## src/sv/prf_pkg.sv

```systemverilog
`timescale 1ns / 1ps
// Shared constants, types and register codes for the root frequency vector block.
// No dependencies; used by prf_lane, prf_qdiv and the top level.
package prf_pkg;

    localparam int MAX_POP    = 10;
    localparam int NUM_BASES  = 4;
    localparam int NUM_LANES  = 6;
    localparam int LANE_DEPTH = MAX_POP - 1;
    localparam int LANE_IDX_W = $clog2(LANE_DEPTH);
    localparam int LANE_SEL_W = $clog2(NUM_LANES);
    localparam int POP_W      = 4;
    localparam int IDX_W      = 6;
    localparam int FREQ_W     = 32;
    localparam int RATE_W     = 32;
    localparam int TERM_W     = 32;
    localparam int SUM_W      = 40;
    localparam int LANE_SUM_W = TERM_W + $clog2(LANE_DEPTH);
    localparam int CFG_IDX_W  = 3;

    // small dividers: 32 quotient bits, two per cycle
    localparam int DIV_BITS   = 32;
    localparam int DIV_CYCLES = DIV_BITS / 2;
    localparam int DIV_CNT_W  = $clog2(DIV_CYCLES);

    localparam logic [CFG_IDX_W-1:0] REG_FREQ_A = 3'd0;
    localparam logic [CFG_IDX_W-1:0] REG_FREQ_C = 3'd1;
    localparam logic [CFG_IDX_W-1:0] REG_FREQ_G = 3'd2;
    localparam logic [CFG_IDX_W-1:0] REG_FREQ_T = 3'd3;
    localparam logic [CFG_IDX_W-1:0] REG_POLY   = 3'd4;
    localparam logic [CFG_IDX_W-1:0] REG_POP    = 3'd5;

    // base pairs in output order: AC AG AT CG CT GT
    localparam int PAIR_X [NUM_LANES] = '{0, 0, 0, 1, 1, 2};
    localparam int PAIR_Y [NUM_LANES] = '{1, 2, 3, 2, 3, 3};

    typedef struct packed {
        logic                  done;
        logic [LANE_SUM_W-1:0] sum;
        logic [TERM_W-1:0]     term;
    } prf_lane_stat_t;

    function automatic logic [POP_W-1:0] clamp_pop(input logic [POP_W-1:0] n);
        logic [POP_W-1:0] r;
        r = n;
        if (n < POP_W'(2))
            r = POP_W'(2);
        else if (n > POP_W'(MAX_POP))
            r = POP_W'(MAX_POP);
        return r;
    endfunction

endpackage

```

## src/sv/prf_qdiv.sv

```systemverilog
`timescale 1ns / 1ps
// Iterative restoring divider for the rescale: 64-bit dividend, 40-bit divisor,
// 32-bit quotient, two bits per cycle. Depends on prf_pkg.
module prf_qdiv (
    input  logic                          aclk,
    input  logic                          aresetn,
    input  logic                          start,
    input  logic [63:0]                   dividend,
    input  logic [prf_pkg::SUM_W-1:0]     divisor,
    output logic                          done,
    output logic [prf_pkg::DIV_BITS-1:0]  quotient
);

    logic                            busy_reg;
    logic                            done_reg;
    logic [prf_pkg::DIV_CNT_W-1:0]   cnt_reg;
    logic [prf_pkg::SUM_W-1:0]       rem_reg;
    logic [prf_pkg::DIV_BITS-1:0]    lo_reg;
    logic [prf_pkg::SUM_W-1:0]       rem_next;
    logic [prf_pkg::DIV_BITS-1:0]    lo_next;

    always_comb begin
        logic [prf_pkg::SUM_W:0] t;
        rem_next = rem_reg;
        lo_next  = lo_reg;
        for (int i = 0; i < 2; i++) begin
            t       = {rem_next, lo_next[prf_pkg::DIV_BITS-1]};
            lo_next = {lo_next[prf_pkg::DIV_BITS-2:0], 1'b0};
            if (t >= {1'b0, divisor}) begin
                t          = t - {1'b0, divisor};
                lo_next[0] = 1'b1;
            end
            rem_next = t[prf_pkg::SUM_W-1:0];
        end
    end

    always_ff @(posedge aclk) begin
        if (!aresetn) begin
            busy_reg <= 1'b0;
            done_reg <= 1'b0;
        end else begin
            done_reg <= 1'b0;
            if (start) begin
                busy_reg <= 1'b1;
            end else if (busy_reg &&
                         cnt_reg == prf_pkg::DIV_CNT_W'(prf_pkg::DIV_CYCLES - 1)) begin
                busy_reg <= 1'b0;
                done_reg <= 1'b1;
            end
        end
    end

    // quotient fits 32 bits, so the top half is already below the divisor
    always_ff @(posedge aclk) begin
        if (start) begin
            rem_reg <= prf_pkg::SUM_W'(dividend[63:32]);
            lo_reg  <= dividend[31:0];
            cnt_reg <= '0;
        end else if (busy_reg) begin
            rem_reg <= rem_next;
            lo_reg  <= lo_next;
            cnt_reg <= cnt_reg + 1'b1;
        end
    end

    assign done     = done_reg;
    assign quotient = lo_reg;

endmodule

```

## config.mk

```make
export PLATFORM = sky130hd
export DESIGN_NAME = prf_qdiv
export DESIGN_NICKNAME = d
export VERILOG_FILES = /design/src/sv/prf_pkg.sv /design/src/sv/prf_qdiv.sv
export SDC_FILE = /design/constraint.sdc
export NUM_CORES = 1
export LEC_CHECK = 0
export BUFFER_PORTS_ARGS = -buffer_cell sky130_fd_sc_hd__buf_2
export CAP_MARGIN = 30
export CELL_PAD_IN_SITES_DETAIL_PLACEMENT = 1
export CELL_PAD_IN_SITES_GLOBAL_PLACEMENT = 2
export CORE_MARGIN = 2
export CORE_UTILIZATION = 25
export DETAILED_ROUTE_END_ITERATION = 10
export HOLD_SLACK_MARGIN = 0.02
export PLACE_DENSITY = 0.73
export SKIP_CTS_REPAIR_TIMING = 1
export SYNTH_ARGS = -nofsm -noshare
export SYNTH_HDL_FRONTEND = slang
export SYNTH_SLANG_ARGS = --single-unit
```

## constraint.sdc

```tcl
create_clock -name aclk -period 11.7 [get_ports aclk]
set_input_delay 2.34 -clock aclk [delete_from_list [all_inputs] [get_ports aclk]]
set_output_delay 2.34 -clock aclk [all_outputs]
set_load 0.005 [all_outputs]
```

==> results.cfg, run 1 <==
[outcome]
status = finished, final reports clean

[global_routing]
track_usage = 0.201
grt_max_degree = 72
antenna_found_initial = 0
grt_pass1_vias = 9832
grt_pass1_wl_mm = 59.7
grt-ovfl-total = 0

[hold_path]
min_to = done
hp-start = cnt_reg[3]
min_path_cells = 2
hp-class = reg2reg

[synthesis]
synth-seq-cells = 78
syn_area_per_cell_um2 = 8.28
synth_cells = 1112
synthTopCellsByArea = edfxtp_1 (21%), ha_1 (11%), mux2_2 (6.5%), a21oi_1 (5.4%), xnor2_1 (4.1%)
async_reset_ff_frac = 0
synth_top_cell_by_area = edfxtp_1
synth.distinct_cells = 88
seq_area_frac_synth = 0.239
yosys_warnings = 0
syn-cell-area_um2 = 9200
synth_top_flop_cell = edfxtp_1
synth_edf_count = 64
synth_top_area_frac = 0.209
syn_nets = 1302

[placed_design]
placed_cells = 1675
finalWeightedCongestion = 0.873
dp_hpwl_mm = 30.8
portBuffers = 139

[worst_setup_path]
worst_r2r_startpoint = rem_reg[7]
cp.arrival_ns = 9.00
reg2reg_depth = 18
crit_required_ns = 11.77
slowest_stage = a221oi_1
end_kind = flip-flop
crit_path_max_incr_delay_ns = 0.79
crit_buf_inv = 3
r2r-end = rem_reg[5]
cpMostUsedCell = ha_1
crit_family = compound AO/OA/AOI/OAI gates
cp_cell_sequence = buf_2, inv_1, ha_1, a2111oi_0, o21ai_1, a41o_1, nor3_2, a211o_1, nand2_1, buf_16, mux2_2, ha_1, a21oi_1, o211ai_1, a221oi_1, a2111oi_4, o221a_2, a211o_4, nor2_4, o311ai_0
critPathKind = in2reg
crit_path_start_kind = input port
crit_path_start = divisor[8]
critical_path_depth = 20
crit_fanout = 23
reg2reg_setup_slack_ns = 4.47

[sta]
relSlewSlack = 0.311
fmax_mhz = 112
grt_setup_unrepaired = no
min_period_ns = 8.93
post-route-period-util = 0.763
hold_viol = 0
clock_skew_ns = 0.0188
setup_violations = 0
worst_pin_slew_ns = 1.03
drv_slew = 0
fin_tns_setup_ns = 0

[floorplanning]
ios = 140
rows = 70
initial_core_util = 0.253
fp.dieH_um = 196
die_area_um2 = 38400
dieWidth_um = 196
coreArea_um2 = 36400

[drt]
drt_iter0_markers = 605
route.detailed.drc = 0
routedWlPerCell_um = 22.9
antenna_left = 0
first_pass_iters = 5
vias_per_cell = 5.53
drt_wl_total_mm = 38.8
via_count = 9348

[cts]
path_clk_slew_ns = 0.08
clock_sinks = 78
root_buffer = clkbuf_16
clock_path_buffers = 2
cts_made_buffers = 9
insertion_delay_ns = 0.37
cts_tree = done
htree_levels = 3

[layout]
fin_cells = 1691
layout_commonest_cell = buf_2
drive_above_1_share = 0.205
final_util = 0.291
largest_reg_flops = 40
final_cell_mix = buf_2 (138), a21oi_1 (100), nand2_1 (91)
n_antenna_cell = 0
syn2layout_area_growth_pct = 15.4
fin_nets = 1408

[flow_run]
max-cap-violations = 0

[power]
irDropWorstVdd_uv = 114
leakage_nw = 4.42
p_per_area_nw_per_um2 = 321
how the worst max path moves through the flow:
stage,endpoint,slack [ns]
final,rem_reg[5],2.77
after CTS,rem_reg[5],2.85
after global placement,rem_reg[5],2.14
after floorplan,rem_reg[23],4.10
after detailed placement,rem_reg[5],2.48
after global routing,rem_reg[5],2.46
layout make-up:
| cell class | count | area (µm²) |
|---|---|---|
| fill | 4382 | 25800 |
| multi-input combinational | 901 | 6450 |
| sequential | 78 | 2200 |
| timing repair buffer | 151 | 808 |
| tap | 468 | 586 |
| inverter | 77 | 289 |
| clock buffer | 11 | 243 |
| clock inverter | 5 | 40.0 |
power breakdown:
| group | internal (mW) | switching [mW] |
|---|---|---|
| sequential | 0.411 | 0.0598 |
| clock | 0.153 | 0.142 |
| combinational | 0.996 | 1.65 |
per-stage QoR:
stage | total power, mW | cell area (µm²) | hold slack, ns | worst slack (ns)
2_1_floorplan | 2.35 | 9200 | 0.455 | 4.10
3_3_place_gp | 3.05 | 10300 | 0.497 | 2.14
3_5_place_dp | 3.08 | 10300 | 0.495 | 2.48
4_1_cts | 3.39 | 10600 | 0.502 | 2.85
5_1_grt | 3.67 | 10600 | 0.522 | 2.46
6_report | 3.41 | 10600 | 0.494 | 2.77
Yosys cell counts, types with 12 or more instances:
cell      instances
xor2_1           19
nand2_1          91
nor3_1           18
xnor2_1          43
ha_1             81
and2_1           17
nor4_1           14
a311o_1          12
dfxtp_1          14
o21ai_0          74
a31oi_1          16
a211oi_1         15
nor2_1           79
clkbuf_1         36
edfxtp_1         64
mux2_2           53
nand4_1          27
a21o_1           16
o21a_1           14
inv_1            76
nand3_1          33
a21oi_1         100
worst reg2reg max path: stages (launching register included):
cell and delay (ns):
edfxtp_1 0.41, ha_1 0.41, a2111oi_0 0.41, o21ai_1 0.21, a41o_1 0.33, nor3_2 0.31, a211o_1 0.32, nand2_1 0.30
buf_16 0.27, mux2_2 0.32, ha_1 0.39, a21oi_1 0.34, o211ai_1 0.17, a221oi_1 0.79, a2111oi_4 0.22, o221a_2 0.38
a211o_4 0.46, nor2_4 0.66, o311ai_0 0.23
routing by layer:
layer	share of wire	global-route usage	wire length [µm]
met2	0.46	0.330	17900
met4	0.025	0.0584	965
met1	0.47	0.274	18200
met5	0	0	0
met3	0.044	0.0268	1720
cell families (layout without fill, tap and decap cells):
group,after synthesis,count (layout),share of synthesized area
AOI/OAI and AO/OA,354,354,0.265
and+or+nand+nor,338,338,0.186
buffers and inverters,133,244,0.0598
adders and majority gates,83,83,0.114
DFF,78,78,0.239
muxes,64,64,0.0768
xor gates and xnor gates,62,62,0.0590
Note: power is estimated with default switching activity, not from simulation.
==> run 2: changes to the inputs <==
Settings changed: PLACE_DENSITY 0.73 to 0.75.
Clock period 11.7 ns to 7.7 ns, I/O delays scaled along.
==> run 2 against run 1 <==
Compared with the run above: non-clock buffer count increased by 47; via count increased by 1.9%; worst setup slack got worse by 2.4 ns; clock power increased by 51%; routed wire length increased by 0.49%; largest power group unchanged; total power increased by 60%.
==> results.cfg, run 2 (synthesis results as in run 1) <==
[drt]
antenna_left = 0
drt_iter0_markers = 577
met1Wirelength_mm = 18.5
via_count = 9527
routedWlPerCell_um = 22.4
route.met3.wl_mm = 1.51
route.detailed.drc = 0
drt_wl_total_mm = 39.0
wl_met2_mm = 18.1
vias_per_cell = 5.48
highest_layer = met4
first_pass_iters = 5

[cts]
clock_sinks = 78
cts_tree = done
insertion_delay_ns = 0.37
root_buffer = clkbuf_16
cts_made_buffers = 9
path_clk_slew_ns = 0.08
htree_levels = 3
clock_path_buffers = 2

[placed_design]
place_ws_ns = 0.110
dp_hpwl_mm = 31.2
portBuffers = 139
finalWeightedCongestion = 0.874

[floorplanning]
ios = 140
dieWidth_um = 196
die_area_um2 = 38400
initial_core_util = 0.253
fp.dieH_um = 196
rows = 70
coreArea_um2 = 36400

[layout]
largest_reg_flops = 40
layout_commonest_cell = buf_2
n_antenna_cell = 0
fin_nets = 1455
drive_above_1_share = 0.235
syn2layout_area_growth_pct = 19.6
final_cell_mix = buf_2 (138), a21oi_1 (100), nand2_1 (91)

[worst_setup_path]
crit_required_ns = 7.94
reg2reg_depth = 23
crit_path_start_kind = input port
slowest_stage = ha_1
end_kind = flip-flop
critical_path_depth = 22
crit_buf_inv = 5
critPathKind = in2reg
crit_fanout = 11
crit_family = compound AO/OA/AOI/OAI gates
cp.arrival_ns = 7.56
crit_path_max_incr_delay_ns = 0.50
cp_cell_sequence = buf_2, inv_1, ha_1, a21oi_1, o211ai_1, a21oi_1, o41a_1, a211o_1, nand2_1, buf_4, mux2_2, ha_1, a21oi_1, o211ai_1, a221oi_1, buf_4, a2111oi_4, o221a_2, a211o_4, buf_4, nor4_1, a221o_1

[sta]
drv_slew = 0
worst_pin_slew_ns = 0.823
clock_skew_ns = 0.0136
setup_slack_ns = 0.376
setup_violations = 0
min_period_ns = 7.32
fin_tns_setup_ns = 0
post-route-period-util = 0.951
grt_setup_unrepaired = no
fmax_mhz = 137
relSlewSlack = 0.446
hold_viol = 0

[hold_path]
hp-class = reg2reg
min_path_cells = 2

[power]
p_per_area_nw_per_um2 = 497
irDropWorstVdd_uv = 146
leakage_nw = 4.66

[global_routing]
track_usage = 0.200
grt_pass1_vias = 9646
antenna_found_initial = 0
grt-ovfl-total = 0
grt_pass1_wl_mm = 58.8
grt_max_degree = 52

[flow_run]
max-cap-violations = 0

[outcome]
status = finished, final reports clean
run 2: path summary, 6_finish.rpt:
kind	from	endpoint	slack (ns)
max	divisor[14]	rem_reg[21]	0.38
min	cnt_reg[3]	done	0.50
max reg2reg	quotient[31]	rem_reg[21]	1.22
min reg2reg	cnt_reg[3]	done	0.50
run 2: per-layer routing:
layer  vias to the layer above  track usage
li1                       4503            -
met1                      4730        0.275
met4                         0       0.0564
met3                        44       0.0222
met5                         -            0
met2                       250        0.331
run 2: worst reg2reg max path, delay by kind of cell (launching register included):
kind,cells,cell delay [ns]
fa+ha+maj,3,0.78
buf+inv,4,0.57
compound gates,11,3.05
simple gates,5,1.53
flops,1,0.42
run 2: layout make-up:
class                           instances  area (µm²)
Fill cell                            4406       25400
Multi-Input combinational cell        901        6450
Sequential cell                        78        2200
Timing Repair Buffer                  198        1200
Tap cell                              468         586
Inverter                               77         289
Clock buffer                            9         225
Clock inverter                          7        55.1
run 2: report_power, final:
| group | internal [mW] | switching (mW) | total, mW |
|---|---|---|---|
| clock | 0.223 | 0.222 | 0.445 |
| sequential | 0.624 | 0.0949 | 0.719 |
| combinational | 1.72 | 2.59 | 4.31 |
| total | 2.56 | 2.91 | 5.47 |
run 2: through the flow:
stage | cells | utilization | instance area [µm²] | hold slack, ns | total power, mW
after floorplan | 1112 | - | 9200 | 0.455 | 3.58
after global placement | 1721 | 0.294 | 10700 | 0.486 | 4.91
after detailed placement | 1721 | 0.294 | 10700 | 0.494 | 4.94
after CTS | 1737 | 0.302 | 11000 | 0.505 | 5.42
after global routing | 1738 | 0.302 | 11000 | 0.546 | 5.86
final | 1738 | 0.302 | 11000 | 0.500 | 5.47
==> run 3: changes to the inputs <==
Settings changed: CORE_MARGIN 2 to 4.
==> run 3 against run 2 <==
Compared with the run above: utilization barely moved; highest routed layer unchanged; clock skew fell by 0.0044 ns; first-iteration DRC count rose by 0.17%; largest cell class unchanged.
==> results.cfg, run 3 (synthesis results as in run 1) <==
[flow_run]
max-cap-violations = 0

[cts]
clock_sinks = 78
cts_made_buffers = 9
htree_levels = 3
path_clk_slew_ns = 0.07
clock_path_buffers = 2
insertion_delay_ns = 0.36
cts_tree = done
root_buffer = clkbuf_16

[placed_design]
finalWeightedCongestion = 0.918
placed_cells = 1727
dp_hpwl_mm = 32.0
dpl_cell_area_um2 = 10800
portBuffers = 139

[power]
leakage_nw = 4.67
p_seq_frac = 0.131
share_comb_of_total_power = 0.792
irDropWorstVdd_uv = 187
power_mw = 5.45
swShare = 0.526
p_clk_frac = 0.078
p_sw_mw = 2.87
p_per_area_nw_per_um2 = 495
power.internal_mw = 2.58

[drt]
route.met3.wl_mm = 1.53
drt_iter0_markers = 578
drt_wl_total_mm = 39.1
highest_layer = met4
wl_met2_mm = 18.3
antenna_left = 0
routedWlPerCell_um = 22.4
via_count = 9490
met1Wirelength_mm = 18.1
route.detailed.drc = 0
first_pass_iters = 5
vias_per_cell = 5.44

[floorplanning]
ios = 140
dieWidth_um = 200
die_area_um2 = 40000
initial_core_util = 0.253
coreArea_um2 = 36400
fp.dieH_um = 200
rows = 70

[worst_setup_path]
crit_fanout = 8
cp.arrival_ns = 7.39
crit_required_ns = 7.81
crit_path_start = divisor[13]
r2r-end = rem_reg[30]
reg2reg_setup_slack_ns = 1.31
end_kind = flip-flop
reg2reg_depth = 19
critPathCapture = rem_reg[30]
critPathKind = in2reg
worst_r2r_startpoint = rem_reg[5]
crit_path_start_kind = input port

[sta]
grt_setup_unrepaired = no
hold_viol = 0
relSlewSlack = 0.440
clock_skew_ns = 0.00926
post-route-period-util = 0.945
min_period_ns = 7.28
setup_violations = 0
worst_pin_slew_ns = 0.819
drv_slew = 0
holdWs_ns = 0.498
fmax_mhz = 137
fin_tns_setup_ns = 0

[layout]
layout_commonest_cell = buf_2
drive_above_1_share = 0.236
fin_cells = 1743
stdcell_area_um2 = 11000
syn2layout_area_growth_pct = 19.8
largest_reg_flops = 40
final_cell_mix = buf_2 (138), a21oi_1 (100), nand2_1 (91)
fin_nets = 1460
n_antenna_cell = 0

[global_routing]
grt-ovfl-total = 0
antenna_found_initial = 0
grt_pass1_vias = 9930
track_usage = 0.193
grt_pass1_wl_mm = 59.6
grt_max_degree = 65

[hold_path]
hp-class = reg2reg

[outcome]
status = finished, final reports clean
[run 3: cell types whose count changed in the layout (fill, tap and decap cells not counted)]
cell,before,now
buf_4,55,61
clkinvlp_4,1,0
clkinv_1,1,2
clkinv_4,1,2
buf_8,1,0
clkbuf_1,0,2
inv_8,1,0
clkinv_2,2,1
inv_6,2,1
[run 3: critical path, stage by stage]
cell	delay, ns
buf_2	0.08
inv_1	0.07
ha_1	0.55
nand2_1	0.17
nor3_1	0.41
o311a_1	0.45
nor3_1	0.14
o41ai_1	0.48
xor2_1	0.13
mux2_2	0.34
ha_1	0.30
a21oi_1	0.16
o21ai_0	0.10
a21oi_1	0.34
a31oi_1	0.23
or4_1	0.50
o221a_2	0.34
a211oi_4	0.35
buf_4	0.26
a211oi_1	0.09
a311o_1	0.34
[run 3: per-stage QoR]
step,util,setup slack (ns)
3_5_place_dp,0.295,0.147
5_1_grt,0.303,0.204
3_3_place_gp,0.295,0.262
4_1_cts,0.303,0.535
6_report,0.303,0.424
2_1_floorplan,-,0.895
[run 3: power groups by stage]
stage / logic (mW) / registers (mW) / clock network [mW]
after floorplan: 2.89 / 0.682 / 0
after detailed placement: 4.25 / 0.719 / 0
final: 4.32 / 0.712 / 0.423
after global placement: 4.21 / 0.717 / 0
after CTS: 4.28 / 0.711 / 0.438
after global routing: 4.70 / 0.725 / 0.448
[run 3: worst min-delay path by stage]
| stage | from | to | slack, ns | cells after the start |
|---|---|---|---|---|
| final | cnt_reg[3] | done | 0.50 | 2 |
| after global routing | cnt_reg[3] | done | 0.54 | 2 |
| after CTS | cnt_reg[3] | done | 0.50 | 2 |
| after detailed placement | cnt_reg[3] | done | 0.49 | 2 |
| after global placement | cnt_reg[3] | done | 0.49 | 2 |
| after floorplan | rem_reg[37] | rem_reg[37] | 0.46 | 2 |
[run 3: final cells by class]
cell class	instances	area, µm²
timing repair buffer	203	1230
clock buffer	11	233
multi-input combinational	901	6450
tap	468	586
inverter	77	289
sequential	78	2200
fill	4381	25400
clock inverter	5	35.0
[run 3: layer usage]
| layer | vias up | global-route usage |
|---|---|---|
| li1 | 4520 | - |
| met1 | 4693 | 0.258 |
| met5 | - | 0 |
| met2 | 228 | 0.323 |
| met4 | 0 | 0.0669 |
| met3 | 49 | 0.0248 |
